$ cat src/hdl/tdsa_pkg.sv
`timescale 1ns / 1ps
// ----------------------------------------------------------------------------
// tdsa_pkg
// Shared constants for the touch digitizer serial converter.
// ----------------------------------------------------------------------------
package tdsa_pkg;

    localparam int BYTE_W   = 8;
    localparam int STEP_W   = 3;               // counts the eight quotient bits
    localparam int BITS_W   = 4;               // holds 0..8 serial bits left

    localparam logic [BITS_W-1:0] XFER_BITS = 4'd8;
    localparam logic [BITS_W-1:0] LAST_BIT  = 4'd1;
    localparam logic [STEP_W-1:0] STEP_LAST = 3'd7;

    // action codes
    localparam logic ACT_CONVERT = 1'b0;
    localparam logic ACT_CLOCK   = 1'b1;

    // channel select codes
    localparam logic CHAN_X = 1'b0;
    localparam logic CHAN_Y = 1'b1;

endpackage

$ cat src/hdl/tdsa_div.sv
`timescale 1ns / 1ps
// ----------------------------------------------------------------------------
// tdsa_div
// Restoring divider, one quotient bit per cycle, eight-bit quotient.
// Requires num[top] < den so the quotient fits in a byte.
// ----------------------------------------------------------------------------
module tdsa_div
    import tdsa_pkg::*;
#(
    parameter int SAMPLE_BITS = 10
)
(
    input  logic                          clk,
    input  logic                          rst_n,
    input  logic                          start,
    input  logic [SAMPLE_BITS+BYTE_W-1:0] num,
    input  logic [SAMPLE_BITS-1:0]        den,
    output logic                          done,
    output logic [BYTE_W-1:0]             quot
);

    logic                    busy_reg, busy_next;
    logic                    done_reg, done_next;
    logic [STEP_W-1:0]       cnt_reg, cnt_next;
    logic [SAMPLE_BITS-1:0]  rem_reg, rem_next;
    logic [SAMPLE_BITS-1:0]  den_reg, den_next;
    logic [BYTE_W-1:0]       low_reg, low_next;
    logic [BYTE_W-1:0]       quot_reg, quot_next;

    logic [SAMPLE_BITS:0]    trial;
    logic [SAMPLE_BITS:0]    diff;
    logic                    ge;

    assign trial = {rem_reg, low_reg[BYTE_W-1]};
    assign diff  = trial - {1'b0, den_reg};
    assign ge    = (trial >= {1'b0, den_reg});

    always_comb
    begin
        busy_next = busy_reg;
        done_next = 1'b0;
        cnt_next  = cnt_reg;
        rem_next  = rem_reg;
        den_next  = den_reg;
        low_next  = low_reg;
        quot_next = quot_reg;
        if (start)
        begin
            busy_next = 1'b1;
            cnt_next  = STEP_LAST;
            rem_next  = num[SAMPLE_BITS+BYTE_W-1:BYTE_W];
            low_next  = num[BYTE_W-1:0];
            den_next  = den;
        end
        else if (busy_reg)
        begin
            rem_next  = ge ? diff[SAMPLE_BITS-1:0] : trial[SAMPLE_BITS-1:0];
            quot_next = {quot_reg[BYTE_W-2:0], ge};
            low_next  = {low_reg[BYTE_W-2:0], 1'b0};
            cnt_next  = cnt_reg - 1'b1;
            if (cnt_reg == '0)
            begin
                busy_next = 1'b0;
                done_next = 1'b1;
            end
        end
    end

    always_ff @(posedge clk or negedge rst_n)
    begin
        if (!rst_n)
        begin
            busy_reg <= 1'b0;
            done_reg <= 1'b0;
            cnt_reg  <= '0;
        end
        else
        begin
            busy_reg <= busy_next;
            done_reg <= done_next;
            cnt_reg  <= cnt_next;
        end
    end

    always_ff @(posedge clk)
    begin
        rem_reg  <= rem_next;
        den_reg  <= den_next;
        low_reg  <= low_next;
        quot_reg <= quot_next;
    end

    assign done = done_reg;
    assign quot = quot_reg;

endmodule

$ cat src/hdl/touch_digitizer_serial_adc.sv
`timescale 1ns / 1ps
// ----------------------------------------------------------------------------
// touch_digitizer_serial_adc
// Serial 8-bit touch-panel converter: scales both axes, shifts bytes out.
// ----------------------------------------------------------------------------
// Convert beat: two passes through the shared 8-step divider (a prep state,
//   the divider steps and its done strobe each) give both positions.
// Serial clock beat: result fields registered on acceptance, then loaded out.
// Input stalls while a beat is in work; a finished result waits in the
//   output register while the next beat is taken.
// Reset (rst_n low, async): positions, touch flag, channel select, shifters
//   and transfer count clear; no transfer armed; output register empty.
// ----------------------------------------------------------------------------
module touch_digitizer_serial_adc
    import tdsa_pkg::*;
#(
    parameter int SAMPLE_BITS = 10
)
(
    input  logic                   clk,
    input  logic                   rst_n,

    input  logic                   in_valid,
    output logic                   in_stall,
    input  logic                   action,
    input  logic [SAMPLE_BITS-1:0] x_high,
    input  logic [SAMPLE_BITS-1:0] x_low,
    input  logic [SAMPLE_BITS-1:0] x_read,
    input  logic [SAMPLE_BITS-1:0] y_high,
    input  logic [SAMPLE_BITS-1:0] y_low,
    input  logic [SAMPLE_BITS-1:0] y_read,
    input  logic                   touched,
    input  logic                   si_bit,

    output logic                   out_valid,
    input  logic                   out_stall,
    output logic                   sout,
    output logic                   sense_active,
    output logic [BYTE_W-1:0]      x_position,
    output logic [BYTE_W-1:0]      y_position,
    output logic [BYTE_W-1:0]      received_byte,
    output logic                   byte_done,
    output logic                   channel_select
);

    localparam int NUM_W = SAMPLE_BITS + BYTE_W;

    // sequencer codes
    localparam logic [2:0] ST_IDLE   = 3'd0;
    localparam logic [2:0] ST_PREP_X = 3'd1;
    localparam logic [2:0] ST_DIV_X  = 3'd2;
    localparam logic [2:0] ST_PREP_Y = 3'd3;
    localparam logic [2:0] ST_DIV_Y  = 3'd4;
    localparam logic [2:0] ST_FINISH = 3'd5;

    logic [2:0]              state_reg, state_next;

    // architectural state
    logic [BYTE_W-1:0]       x_pos_reg, x_pos_next;
    logic [BYTE_W-1:0]       y_pos_reg, y_pos_next;
    logic                    touch_reg, touch_next;
    logic                    chan_reg, chan_next;
    logic [BYTE_W-1:0]       oshift_reg, oshift_next;
    logic [BYTE_W-1:0]       ishift_reg, ishift_next;
    logic [BITS_W-1:0]       bits_reg, bits_next;

    // per-beat result fields waiting for the output register
    logic                    rsout_reg, rsout_next;
    logic                    rdone_reg, rdone_next;
    logic [BYTE_W-1:0]       rbyte_reg, rbyte_next;

    // latched samples
    logic [SAMPLE_BITS-1:0]  xh_reg, xl_reg, xr_reg;
    logic [SAMPLE_BITS-1:0]  yh_reg, yl_reg, yr_reg;

    // output register
    logic                    ovalid_reg, ovalid_next;
    logic                    osout_reg, osense_reg, odone_reg, ochan_reg;
    logic [BYTE_W-1:0]       ox_reg, oy_reg, obyte_reg;

    logic                    accept;
    logic                    out_free;
    logic                    load_out;
    logic [BYTE_W-1:0]       shifted_in;

    // axis preparation: clamp and span, shared by both axes
    logic                    sel_y;
    logic [SAMPLE_BITS-1:0]  hi, lo, rd, rd_clamp, span, rd_ofs;
    logic                    degenerate;
    logic [NUM_W-1:0]        rd_ofs_ext;
    logic [NUM_W-1:0]        div_num;
    logic [SAMPLE_BITS-1:0]  div_den;
    logic                    div_start;
    logic                    div_done;
    logic [BYTE_W-1:0]       div_quot;

    assign accept     = in_valid && !in_stall;
    assign in_stall   = (state_reg != ST_IDLE);
    assign out_free   = !ovalid_reg || !out_stall;
    assign load_out   = (state_reg == ST_FINISH) && out_free;
    assign shifted_in = {ishift_reg[BYTE_W-2:0], si_bit};

    assign sel_y      = (state_reg == ST_PREP_Y);
    assign hi         = sel_y ? yh_reg : xh_reg;
    assign lo         = sel_y ? yl_reg : xl_reg;
    assign rd         = sel_y ? yr_reg : xr_reg;
    assign degenerate = (hi <= lo);
    assign rd_clamp   = (rd < lo) ? lo : ((rd > hi) ? hi : rd);
    assign rd_ofs     = rd_clamp - lo;
    assign span       = hi - lo;
    assign rd_ofs_ext = {{BYTE_W{1'b0}}, rd_ofs};
    // offset*255 as offset*256 - offset; flat axis divides zero by one
    assign div_num    = degenerate ? '0 : ((rd_ofs_ext << BYTE_W) - rd_ofs_ext);
    assign div_den    = degenerate ? {{(SAMPLE_BITS-1){1'b0}}, 1'b1} : span;
    assign div_start  = (state_reg == ST_PREP_X) || (state_reg == ST_PREP_Y);

    tdsa_div #(
        .SAMPLE_BITS (SAMPLE_BITS)
    ) u_div (
        .clk   (clk),
        .rst_n (rst_n),
        .start (div_start),
        .num   (div_num),
        .den   (div_den),
        .done  (div_done),
        .quot  (div_quot)
    );

    always_comb
    begin
        state_next  = state_reg;
        x_pos_next  = x_pos_reg;
        y_pos_next  = y_pos_reg;
        touch_next  = touch_reg;
        chan_next   = chan_reg;
        oshift_next = oshift_reg;
        ishift_next = ishift_reg;
        bits_next   = bits_reg;
        rsout_next  = rsout_reg;
        rdone_next  = rdone_reg;
        rbyte_next  = rbyte_reg;
        ovalid_next = ovalid_reg;

        if (ovalid_reg && !out_stall)
        begin
            ovalid_next = 1'b0;
        end

        case (state_reg)
            ST_IDLE:
            begin
                if (accept)
                begin
                    if (action == ACT_CONVERT)
                    begin
                        // arm a fresh transfer, drop any in flight
                        touch_next  = touched;
                        ishift_next = '0;
                        bits_next   = XFER_BITS;
                        state_next  = ST_PREP_X;
                    end
                    else
                    begin
                        rsout_next = 1'b1;
                        rdone_next = 1'b0;
                        rbyte_next = '0;
                        if (bits_reg != '0)
                        begin
                            rsout_next  = oshift_reg[BYTE_W-1];
                            ishift_next = shifted_in;
                            oshift_next = {oshift_reg[BYTE_W-2:0], 1'b0};
                            bits_next   = bits_reg - 1'b1;
                            if (bits_reg == LAST_BIT)
                            begin
                                rdone_next = 1'b1;
                                rbyte_next = shifted_in;
                                chan_next  = si_bit;
                            end
                        end
                        state_next = ST_FINISH;
                    end
                end
            end
            ST_PREP_X:
            begin
                state_next = ST_DIV_X;
            end
            ST_DIV_X:
            begin
                if (div_done)
                begin
                    x_pos_next = div_quot;
                    state_next = ST_PREP_Y;
                end
            end
            ST_PREP_Y:
            begin
                state_next = ST_DIV_Y;
            end
            ST_DIV_Y:
            begin
                if (div_done)
                begin
                    y_pos_next  = div_quot;
                    oshift_next = (chan_reg == CHAN_Y) ? div_quot : x_pos_reg;
                    rsout_next  = (chan_reg == CHAN_Y) ? div_quot[BYTE_W-1]
                                                       : x_pos_reg[BYTE_W-1];
                    rdone_next  = 1'b0;
                    rbyte_next  = '0;
                    state_next  = ST_FINISH;
                end
            end
            ST_FINISH:
            begin
                if (out_free)
                begin
                    ovalid_next = 1'b1;
                    state_next  = ST_IDLE;
                end
            end
            default:
            begin
                state_next = ST_IDLE;
            end
        endcase
    end

    always_ff @(posedge clk or negedge rst_n)
    begin
        if (!rst_n)
        begin
            state_reg  <= ST_IDLE;
            x_pos_reg  <= '0;
            y_pos_reg  <= '0;
            touch_reg  <= 1'b0;
            chan_reg   <= CHAN_X;
            oshift_reg <= '0;
            ishift_reg <= '0;
            bits_reg   <= '0;
            rsout_reg  <= 1'b1;
            rdone_reg  <= 1'b0;
            rbyte_reg  <= '0;
            ovalid_reg <= 1'b0;
        end
        else
        begin
            state_reg  <= state_next;
            x_pos_reg  <= x_pos_next;
            y_pos_reg  <= y_pos_next;
            touch_reg  <= touch_next;
            chan_reg   <= chan_next;
            oshift_reg <= oshift_next;
            ishift_reg <= ishift_next;
            bits_reg   <= bits_next;
            rsout_reg  <= rsout_next;
            rdone_reg  <= rdone_next;
            rbyte_reg  <= rbyte_next;
            ovalid_reg <= ovalid_next;
        end
    end

    // sample capture on convert beats
    always_ff @(posedge clk)
    begin
        if (accept && (action == ACT_CONVERT))
        begin
            xh_reg <= x_high;
            xl_reg <= x_low;
            xr_reg <= x_read;
            yh_reg <= y_high;
            yl_reg <= y_low;
            yr_reg <= y_read;
        end
    end

    // output payload snapshot
    always_ff @(posedge clk)
    begin
        if (load_out)
        begin
            osout_reg  <= rsout_reg;
            osense_reg <= touch_reg;
            ox_reg     <= x_pos_reg;
            oy_reg     <= y_pos_reg;
            obyte_reg  <= rbyte_reg;
            odone_reg  <= rdone_reg;
            ochan_reg  <= chan_reg;
        end
    end

    assign out_valid      = ovalid_reg;
    assign sout           = osout_reg;
    assign sense_active   = osense_reg;
    assign x_position     = ox_reg;
    assign y_position     = oy_reg;
    assign received_byte  = obyte_reg;
    assign byte_done      = odone_reg;
    assign channel_select = ochan_reg;

endmodule

$ cat config.mk
export PLATFORM = sky130hd
export DESIGN_NAME = touch_digitizer_serial_adc
export DESIGN_NICKNAME = d
export VERILOG_FILES = /design/src/hdl/tdsa_pkg.sv /design/src/hdl/tdsa_div.sv /design/src/hdl/touch_digitizer_serial_adc.sv
export SDC_FILE = /design/constraint.sdc
export NUM_CORES = 1
export LEC_CHECK = 0
export BUFFER_PORTS_ARGS = -buffer_cell sky130_fd_sc_hd__buf_4
export CORE_UTILIZATION = 34
export DETAILED_ROUTE_END_ITERATION = 10
export MAX_ROUTING_LAYER = met4
export PLACE_DENSITY = 0.6
export SYNTH_ARGS = -nofsm -noshare
export SYNTH_HDL_FRONTEND = slang
export SYNTH_SLANG_ARGS = --single-unit
export TNS_END_PERCENT = 1
$ cat constraint.sdc
create_clock -name clk -period 15.3 [get_ports clk]
set_input_delay 1.53 -clock clk [delete_from_list [all_inputs] [get_ports clk]]
set_output_delay 1.53 -clock clk [all_outputs]
set_load 0.02 [all_outputs]
Word level (Yosys, flattened, before mapping) --
Cells that the tools add are included.
Operators by class: $lt $le $gt $ge 4, bitwise logic cells 2, reductions and logical operators 24, eq/ne operators 13, add/sub/neg operators 6, mux-type cells 56
Operator list (count):
- 2-to-1 mux 8 bit | 12
- 2-to-1 mux 10 bit | 8
- one-hot mux 8 bit (2 select lines) | 2
- subtractor 10 bit | 3
- 2-to-1 mux 3 bit | 7
- 2-to-1 mux 1 bit | 19
- 2-to-1 mux 18 bit | 1
- one-hot mux 3 bit (6 select lines) | 1
- subtractor 18 x 10 -> 18 bit | 1
- 2-to-1 mux 7 bit | 2
- >= comparator 11 x 10 -> 1 bit | 1
- > comparator 10 bit | 1
- <= comparator 10 bit | 1
- less-than comparator 10 bit | 1
- AND reduction 5 bit | 2
- 2-to-1 mux 4 bit | 2
- inequality test 2 bit (second input constant) | 4
- AND reduction 4 bit | 2
- == test 3 x 2 -> 1 bit (second input constant) | 2
- == test 3 bit (second input constant) | 2
- logical NOT 3 bit | 2
- inequality test 2 x 1 -> 1 bit (second input constant) | 3
- AND reduction 2 bit | 3
- AND reduction 3 bit | 2
- 12 further kinds | 21
Word-level totals: register bits 180, output and inout port bits 30, word-level logic and storage cells 137

Depth between registers and ports, before layout --
Gate-level depths: netlist of run 1.
word-level depth 9, gate-level depth with buffers 31, depth with buffers taken out 26

Hierarchy --
From an unflattened synthesis of run 1, not the netlist that was laid out.
Second synthesis, totals: cell total of the unflattened synthesis 770, area, all modules 9285.2 um^2
By module, submodules not included:
- touch_digitizer_serial_adc | sequential area each 3920.0 um^2, cells each 598, area an instance 7159.4 um^2, times used 1
- tdsa_div | sequential area each 1206.2 um^2, cells each 172, area an instance 2125.8 um^2, times used 1

Worst setup path before layout of run 1 --
No wires, ideal clock.
path kind register -> register, start register state_reg[0], end register u_div.rem_reg[9] (data pin), period minus slack after synthesis 6.228 ns, path slack 9.072 ns, path buffers 4, stages on the path, launching flop included 29, data required time 15.130 ns, arrival time 6.058 ns, cells stage by stage dfrtp_1 -> buf_4 -> nand3b_1 -> buf_2 -> buf_2 -> mux2_2 -> ha_1 -> a21oi_1 -> o21ai_0 -> a2111oi_1 -> nor2_1 -> clkbuf_1 -> o211ai_1 -> o21ai_0 -> ha_1 -> a21o_1 -> nor3_1 -> a21oi_1 -> a31oi_1 -> inv_1 -> a21o_1 -> and2_1 -> ha_1 -> a21oi_1 -> nand2_1 -> a41oi_1 -> nand3_2 -> and3_1 -> o32ai_2
On the way: longest elaborated chain between the ends 9
RTL lines:
- start, declared | line touch_digitizer_serial_adc.sv:56 | logic [2:0] state_reg, state_next;
- start signal, assigned | line touch_digitizer_serial_adc.sv:247 | state_reg <= state_next;
- == test 3 x 2 -> 1 bit | line touch_digitizer_serial_adc.sv:103, touch_digitizer_serial_adc.sv:115
- 2-to-1 mux 10 bit, on equally long branches | line touch_digitizer_serial_adc.sv:106, touch_digitizer_serial_adc.sv:104
- > comparator 10 bit | line touch_digitizer_serial_adc.sv:108 | assign rd_clamp = (rd < lo) ? lo : ((rd > hi) ? hi : rd);
- 2-to-1 mux 10 bit (2 in series) | line touch_digitizer_serial_adc.sv:108
- subtractor 10 bit | line touch_digitizer_serial_adc.sv:109 | assign rd_ofs = rd_clamp - lo;
- subtractor 18 x 10 -> 18 bit | line touch_digitizer_serial_adc.sv:113 | assign div_num = degenerate ? '0 : ((rd_ofs_ext << BYTE_W) - rd_ofs_ext);
- 2-to-1 mux 18 bit | line touch_digitizer_serial_adc.sv:113
- 2-to-1 mux 10 bit (*) | line tdsa_div.sv:47 | if (start)
- named net u_div.rem_next[9] | line tdsa_div.sv:25 | logic [SAMPLE_BITS-1:0] rem_reg, rem_next;
- end signal, assigned | line tdsa_div.sv:87 | rem_reg <= rem_next;
- end, declared | line tdsa_div.sv:25
The timed path passes the listed nets; every way through them passes the cells marked *. A chain may end at the register's enable or synchronous reset.

Final worst setup path of run 1 --
start register state_reg[2], end register u_div.rem_reg[9] (data pin)
The elaborated chain is that of the path after synthesis.

==> results.py, run 1 <==
metrics = {
    "critical_path": {
        "worst_path_largest_cell_delay_ns": 0.80,
        "cpMaxStageDelayCell": "nor2_1",
        "cp-start-kind": "flop",
        "crit_family": "compound AO/OA/AOI/OAI gates",
        "cpMostUsedCell": "a21oi_1",
        "cp-end-kind": "flop",
        "r2r_slack_ns": 8.02,
        "r2r_start": "state_reg[2]$_DFFE_PN0P_",
        "r2r_cells": 24,
        "path_max_fanout": 32,
        "critPathBufInv": 1,
        "crit_chain": "nand3b_1, buf_4, mux2_2, ha_1, a21oi_1, o21ai_0, a2111oi_1, nor2_1, mux2_2, nor2_1, a21oi_1, ha_1, fa_1, nand2b_1, a21oi_1, o21ai_0, a21oi_1, xnor2_1, ha_1, and2_1, a41oi_1, nand3_2, and3_1, o32ai_2",
        "crit_required_ns": 15.56,
        "arrival_ns": 7.55,
        "reg2reg_to": "u_div.rem_reg[9]$_DFFE_PP_",
        "criticalPathCategory": "flop to flop",
    },
    "sta": {
        "finalSetupViolCount": 0,
        "fmax_ghz": 0.137,
        "period_share_pct": 47.6,
        "hold_violations": 0,
        "layout_setup_ws_ns": 8.02,
        "fin_crit_ns": 7.28,
        "slew_headroom_pct": 18.1,
        "rsz0062_at_grt": "false",
        "skew_ns": 0.0191,
        "tns_ns": 0,
        "slew_viol_final": 0,
        "max_slew.worst_pin.slew_ns": 1.21,
    },
    "logic_synthesis": {
        "ys_ff_latch": 180,
        "synth_edf_count": 124,
        "ys_async_sr_fraction_pct": 31.1,
        "postSynthNetCount": 875,
        "synth_top_area_share_pct": 40.5,
        "avgSynthCellArea_um2": 12.3,
        "synthCells": 750,
        "synth.largest_area_cell": "edfxtp_1",
        "yosysMostFrequentCell": "edfxtp_1",
        "ys.flop_type": "edfxtp_1",
        "ys_seq_area_share_pct": 55.7,
        "netlist_top_cells_area": "edfxtp_1 (40%), dfrtp_1 (15%), ha_1 (7.5%), mux2_2 (4.5%), mux2i_1 (4.4%)",
        "yosysWarnings": 0,
        "synthDistinctLibCells": 65,
        "synth_commonest_cells": "edfxtp_1 (124), dfrtp_1 (55), ha_1 (55)",
        "synthesis.area_mm2": 0.00920,
    },
    "finish": {
        "regArea_mm2": 0.00513,
        "final_cell_area_mm2": 0.0109,
        "diodes": 0,
        "area_growth_pct": 18.8,
        "fin_nets": 970,
        "drive_gt1_share_pct": 21.2,
        "multi_input_area_mm2": 0.00380,
        "nFillCells": 2465,
    },
    "clock_network": {
        "cts_tree": "yes",
        "numCtsBuffers": 17,
        "htree_levels": 4,
        "cts_hold_buf": 0,
        "cts.path.max_buffers": 2,
        "clkLatencyLatePin_ns": 0.44,
        "path_clk_slew_ns": 0.09,
        "cts_resized": 0,
        "cts.sinks": 180,
        "ctsRootBufferMaster": "clkbuf_16",
        "cts_setup_buffers": 0,
    },
    "run": {
        "max_cap_violations": 0,
    },
    "die": {
        "num_rows": 59,
        "die_w_um": 166,
        "io-pin-count": 97,
        "start_util_pct": 35.0,
        "core_mm2": 0.0263,
        "fp.dieH_um": 166,
        "die_area_mm2": 0.0277,
    },
    "hold_path": {
        "hp-start": "y_pos_reg[5]$_DFFE_PN0P_",
        "min_to": "y_position[5]$_DFFE_PP_",
        "hold_depth": 0,
        "hold_path.class": "flop to flop",
    },
    "place": {
        "port_buffers": 96,
        "place.gp.congestion": 0.847,
        "dp_hpwl_mm": 13.2,
        "dpl_cell_area_mm2": 0.0103,
        "dp_slack_ns": 8.13,
    },
    "status": {
        "status": "finished with violations",
        "violations": "design-rule violations",
    },
    "detailed_routing": {
        "drc": 3,
        "wirelength_mm": 18.1,
        "vias_per_cell": 4.95,
        "wl_per_cell_um": 15.2,
        "num_vias": 5900,
        "drtAntennaViolNets": 0,
        "drt_iter0_drc": 349,
        "drt-pass1-iter-count": 8,
    },
    "global_route": {
        "grt_pass1_vias": 5759,
        "grt_first_pass_wirelength_mm": 29.5,
        "grt_max_degree": 62,
        "grt_usage_pct": 13.9,
        "antenna_found_initial": 0,
        "overflow": 0,
    },
    "power": {
        "ir_drop_mv": 0.0771,
        "power-per-cell-area_mw_per_mm2": 198,
        "leakagePower_nw": 4.66,
    },
}
## final cells by class
type | instances | area share (%)
flip-flops and latches | 180 | 46.9
multi-input cells | 497 | 34.7
repair buffers | 100 | 6.87
clock buffers | 17 | 3.89
well taps | 335 | 3.84
clock inverters | 15 | 2.04
inverters | 49 | 1.68
## logic make-up (layout without fill, tap and decap cells)
kind of cell / Yosys count / in the layout / share of synthesized area (%)
compound gates: 156 / 156 / 11.4
mux: 77 / 77 / 8.89
simple gates: 172 / 172 / 9.39
fa+ha+maj: 58 / 58 / 8.14
xor+xnor: 34 / 34 / 3.24
buf+inv: 73 / 181 / 3.16
flops: 180 / 180 / 55.7
## per-stage QoR
step	instances	total power, mW	util [%]	hold slack, ns
floorplan	750	1.48	-	0.421
global placement	1161	1.69	39.1	0.427
detailed placement	1161	1.70	39.1	0.431
CTS	1193	2.18	41.6	0.448
global route	1193	2.32	41.6	0.466
finish	1193	2.16	41.6	0.446
## routing by layer
layer	GRT usage, %	wire (um)	share of wire (%)
met1	18.4	8830	49
met2	21.5	8520	47
met3	2.64	625	3.5
met4	4.27	139	0.77
met5	-	0	0
## how the worst max path moves through the flow
stage / startpoint / cells past startpoint / endpoint / slack (ns)
after floorplan: state_reg[0]$_DFFE_PN0P_ / 28 / u_div.rem_reg[9]$_DFFE_PP_ / 9.07
after global placement: state_reg[2]$_DFFE_PN0P_ / 24 / u_div.rem_reg[9]$_DFFE_PP_ / 8.17
after detailed placement: state_reg[2]$_DFFE_PN0P_ / 24 / u_div.rem_reg[9]$_DFFE_PP_ / 8.13
after CTS: state_reg[2]$_DFFE_PN0P_ / 24 / u_div.rem_reg[9]$_DFFE_PP_ / 8.06
after global routing: state_reg[2]$_DFFE_PN0P_ / 24 / u_div.rem_reg[9]$_DFFE_PP_ / 7.49
final: state_reg[2]$_DFFE_PN0P_ / 24 / u_div.rem_reg[9]$_DFFE_PP_ / 8.02
## placed cells by master, fill, tap and decap left out, types with 3 or more instances in the layout
master | synthesis | final
a21oi_1 | 38 | 37
xnor2_1 | 20 | 20
nor2b_1 | 9 | 9
inv_1 | 49 | 49
nor3b_1 | 5 | 5
o22ai_1 | 9 | 9
inv_12 | 0 | 5
and2_1 | 7 | 7
clkinv_8 | 0 | 5
o21ai_0 | 36 | 35
nand3_1 | 11 | 11
nor3_1 | 11 | 11
fa_1 | 3 | 3
mux2i_1 | 40 | 40
nand2_1 | 51 | 51
a21o_1 | 10 | 10
dfrtp_1 | 55 | 55
nand4_1 | 7 | 7
mux2_2 | 37 | 37
ha_1 | 55 | 55
clkbuf_16 | 0 | 17
xor2_1 | 14 | 14
nand2b_1 | 7 | 7
o31ai_1 | 5 | 5
o211ai_1 | 8 | 8
and3_1 | 8 | 8
edfxtp_1 | 124 | 124
nor2_1 | 38 | 37
a211oi_1 | 4 | 4
o21a_1 | 5 | 5
buf_4 | 2 | 100
a22o_1 | 15 | 15
a221oi_1 | 3 | 3
## power breakdown
part	internal, mW	switching [mW]	leakage [nW]	total [mW]
sequential	0.702	0.0790	1.90	0.781
clock	0.232	0.235	0.311	0.467
combinational	0.388	0.522	2.45	0.911
## worst register-to-register path, stage by stage (launching register included)
cell       delay [ns]
dfrtp_1          0.54
nand3b_1         0.17
buf_4            0.43
mux2_2           0.47
ha_1             0.31
a21oi_1          0.06
o21ai_0          0.46
a2111oi_1        0.23
nor2_1           0.80
mux2_2           0.42
nor2_1           0.09
a21oi_1          0.05
ha_1             0.21
fa_1             0.40
nand2b_1         0.20
a21oi_1          0.22
o21ai_0          0.10
a21oi_1          0.18
xnor2_1          0.27
ha_1             0.36
and2_1           0.16
a41oi_1          0.43
nand3_2          0.12
and3_1           0.21
o32ai_2          0.19
(Power assumes the default switching activity.)
==> run 2, diff against run 1 <==
ABC_AREA = 1   (was unset)
clock period = 7.6 ns   (was 15.3 ns; I/O delays follow)
==> run 2 against run 1 <==
Net effect: the flow now finishes without violations; power is 7.2% lower; critical path type unchanged; clock power up 99%; worst hold slack got worse by 0.073 ns; routed wire length grew 14%; worst setup slack lost 7.0 ns; global-route usage is 1.9 points higher; sequential cell count unchanged; non-clock buffer count grew 3; register-to-register slack lost 7.0 ns; critical path depth grew 12; cell area rose by 2.0%.
==> results.py, run 2 <==
metrics = {
    "die": {
        "core_mm2": 0.0270,
        "num_rows": 60,
        "die_w_um": 168,
        "die_area_mm2": 0.0283,
        "fp.dieH_um": 168,
        "start_util_pct": 34.7,
        "io-pin-count": 97,
    },
    "logic_synthesis": {
        "ys_async_sr_fraction_pct": 31.1,
        "ys.flop_type": "edfxtp_1",
        "yosysWarnings": 0,
        "netlist_top_cells_area": "edfxtp_1 (40%), dfrtp_1 (15%), nand2_1 (10%), ha_1 (7.3%), inv_1 (5.6%)",
        "postSynthNetCount": 1117,
        "synthDistinctLibCells": 50,
        "synth_edf_count": 124,
        "ys_ff_latch": 180,
        "synth.largest_area_cell": "edfxtp_1",
        "yosysMostFrequentCell": "nand2_1",
        "synth_top_area_share_pct": 39.7,
        "ys_seq_area_share_pct": 54.6,
        "synthCells": 992,
        "synthesis.area_mm2": 0.00939,
        "synth_commonest_cells": "nand2_1 (253), inv_1 (141), edfxtp_1 (124)",
        "avgSynthCellArea_um2": 9.47,
    },
    "status": {
        "status": "completed",
    },
    "clock_network": {
        "cts_hold_buf": 0,
        "cts_setup_buffers": 0,
        "cts_resized": 0,
        "cts.path.max_buffers": 2,
        "clkLatencyLatePin_ns": 0.44,
        "path_clk_slew_ns": 0.07,
        "cts_tree": "yes",
        "cts.sinks": 180,
        "ctsRootBufferMaster": "clkbuf_16",
        "htree_levels": 4,
        "numCtsBuffers": 17,
    },
    "sta": {
        "fmax_ghz": 0.151,
        "tns_ns": 0,
        "rsz0062_at_grt": "false",
        "fin_crit_ns": 6.61,
        "skew_ns": 0.0142,
        "slew_viol_final": 0,
        "max_slew.worst_pin.slew_ns": 0.781,
        "holdWs_ns": 0.374,
        "layout_setup_ws_ns": 0.989,
        "slew_headroom_pct": 47.9,
        "hold_violations": 0,
        "period_share_pct": 87.0,
        "finalSetupViolCount": 0,
    },
    "hold_path": {
        "hold_path.class": "input port to async pin",
    },
    "critical_path": {
        "criticalPathCategory": "flop to flop",
        "reg2reg_to": "u_div.rem_reg[9]$_DFFE_PP_",
        "critPathBufInv": 9,
        "cp-end-kind": "flop",
        "crit_family": "simple AND/OR/NAND/NOR gates",
        "cpMostUsedCell": "nand2_1",
        "arrival_ns": 6.80,
        "cpMaxStageDelayCell": "o21ai_0",
        "crit_required_ns": 7.79,
        "worst_path_largest_cell_delay_ns": 0.51,
        "r2r_start": "state_reg[1]$_DFFE_PN0P_",
        "path_max_fanout": 34,
        "r2r_cells": 36,
        "r2r_slack_ns": 0.99,
        "cp-start-kind": "flop",
    },
    "finish": {
        "nFillCells": 2648,
        "post-route-util_pct": 41.2,
        "regArea_mm2": 0.00513,
        "layout_common_cells": "nand2_1 (253), inv_1 (141), edfxtp_1 (124), buf_4 (103), o21ai_0 (73)",
        "fin_nets": 1220,
        "area_growth_pct": 18.7,
        "drive_gt1_share_pct": 14.4,
        "multi_input_area_mm2": 0.00363,
        "diodes": 0,
        "final_common_cell": "nand2_1",
    },
    "power": {
        "leakagePower_nw": 4.94,
        "finalPower_mw": 2.00,
        "ir_drop_mv": 0.125,
        "power-per-cell-area_mw_per_mm2": 180,
    },
    "detailed_routing": {
        "vias_per_cell": 4.81,
        "num_vias": 6970,
        "drt-pass1-iter-count": 5,
        "wirelength_mm": 20.7,
        "drtAntennaViolNets": 0,
        "drt_iter0_drc": 436,
        "wl_per_cell_um": 14.3,
        "drc": 0,
    },
    "global_route": {
        "grt_first_pass_wirelength_mm": 34.1,
        "grt_pass1_vias": 6683,
        "antenna_found_initial": 0,
        "grt_max_degree": 65,
        "overflow": 0,
        "grt_usage_pct": 15.8,
    },
    "run": {
        "max_cap_violations": 0,
    },
    "place": {
        "port_buffers": 96,
        "dp_slack_ns": 1.17,
        "dp_hpwl_mm": 15.6,
        "place.gp.congestion": 0.904,
    },
}
## run 2: cells by family (layout without fill, tap and decap cells)
logic type | after synthesis | after routing | share of synthesized area, %
compound gates | 172 | 172 | 10.5
xor+xnor | 14 | 14 | 1.31
fa+ha+maj | 58 | 58 | 7.97
buf+inv | 165 | 281 | 6.90
flops | 180 | 180 | 54.6
mux | 10 | 10 | 1.09
simple gates | 393 | 393 | 17.7
## run 2: report_power, final
| part | total, mW | switching (mW) | internal [mW] |
|---|---|---|---|
| clock network | 0.927 | 0.453 | 0.474 |
| registers | 1.04 | 0.000130 | 1.04 |
| logic | 0.0336 | 0.0123 | 0.0213 |
| total | 2.00 | 0.466 | 1.54 |
## run 2: cell type report
type                    instances  share of cell area (%)
clock buffers                  18                    4.04
well taps                     341                    3.83
multi-input cells             647                    32.5
flip-flops and latches        180                    46.0
repair buffers                103                    6.94
inverters                     146                    4.92
clock inverters                14                    1.73
## run 2: how the worst max path moves through the flow
stage,from,end,slack (ns),cells past startpoint
after floorplan,state_reg[1]$_DFFE_PN0P_,u_div.rem_reg[9]$_DFFE_PP_,2.41,38
after global placement,state_reg[1]$_DFFE_PN0P_,u_div.rem_reg[9]$_DFFE_PP_,1.32,36
after detailed placement,state_reg[1]$_DFFE_PN0P_,u_div.rem_reg[9]$_DFFE_PP_,1.17,36
after CTS,state_reg[1]$_DFFE_PN0P_,u_div.rem_reg[9]$_DFFE_PP_,1.07,36
after global routing,state_reg[1]$_DFFE_PN0P_,u_div.rem_reg[9]$_DFFE_PP_,0.35,36
final,state_reg[1]$_DFFE_PN0P_,u_div.rem_reg[9]$_DFFE_PP_,0.99,36
## run 2: stage by stage
stage | std cells | area (um2)
2_1_floorplan | 992 | 9390
4_1_cts | 1449 | 11100
6_report | 1449 | 11100
3_3_place_gp | 1417 | 10500
3_5_place_dp | 1417 | 10500
5_1_grt | 1449 | 11100
## run 2: routing by layer
metal	vias to the layer above	wire [um]	GRT usage, %
li1	3564	-	-
met1	3213	9790	20.3
met2	161	9820	25.5
met3	32	757	2.84
met4	0	321	4.82
met5	-	0	-
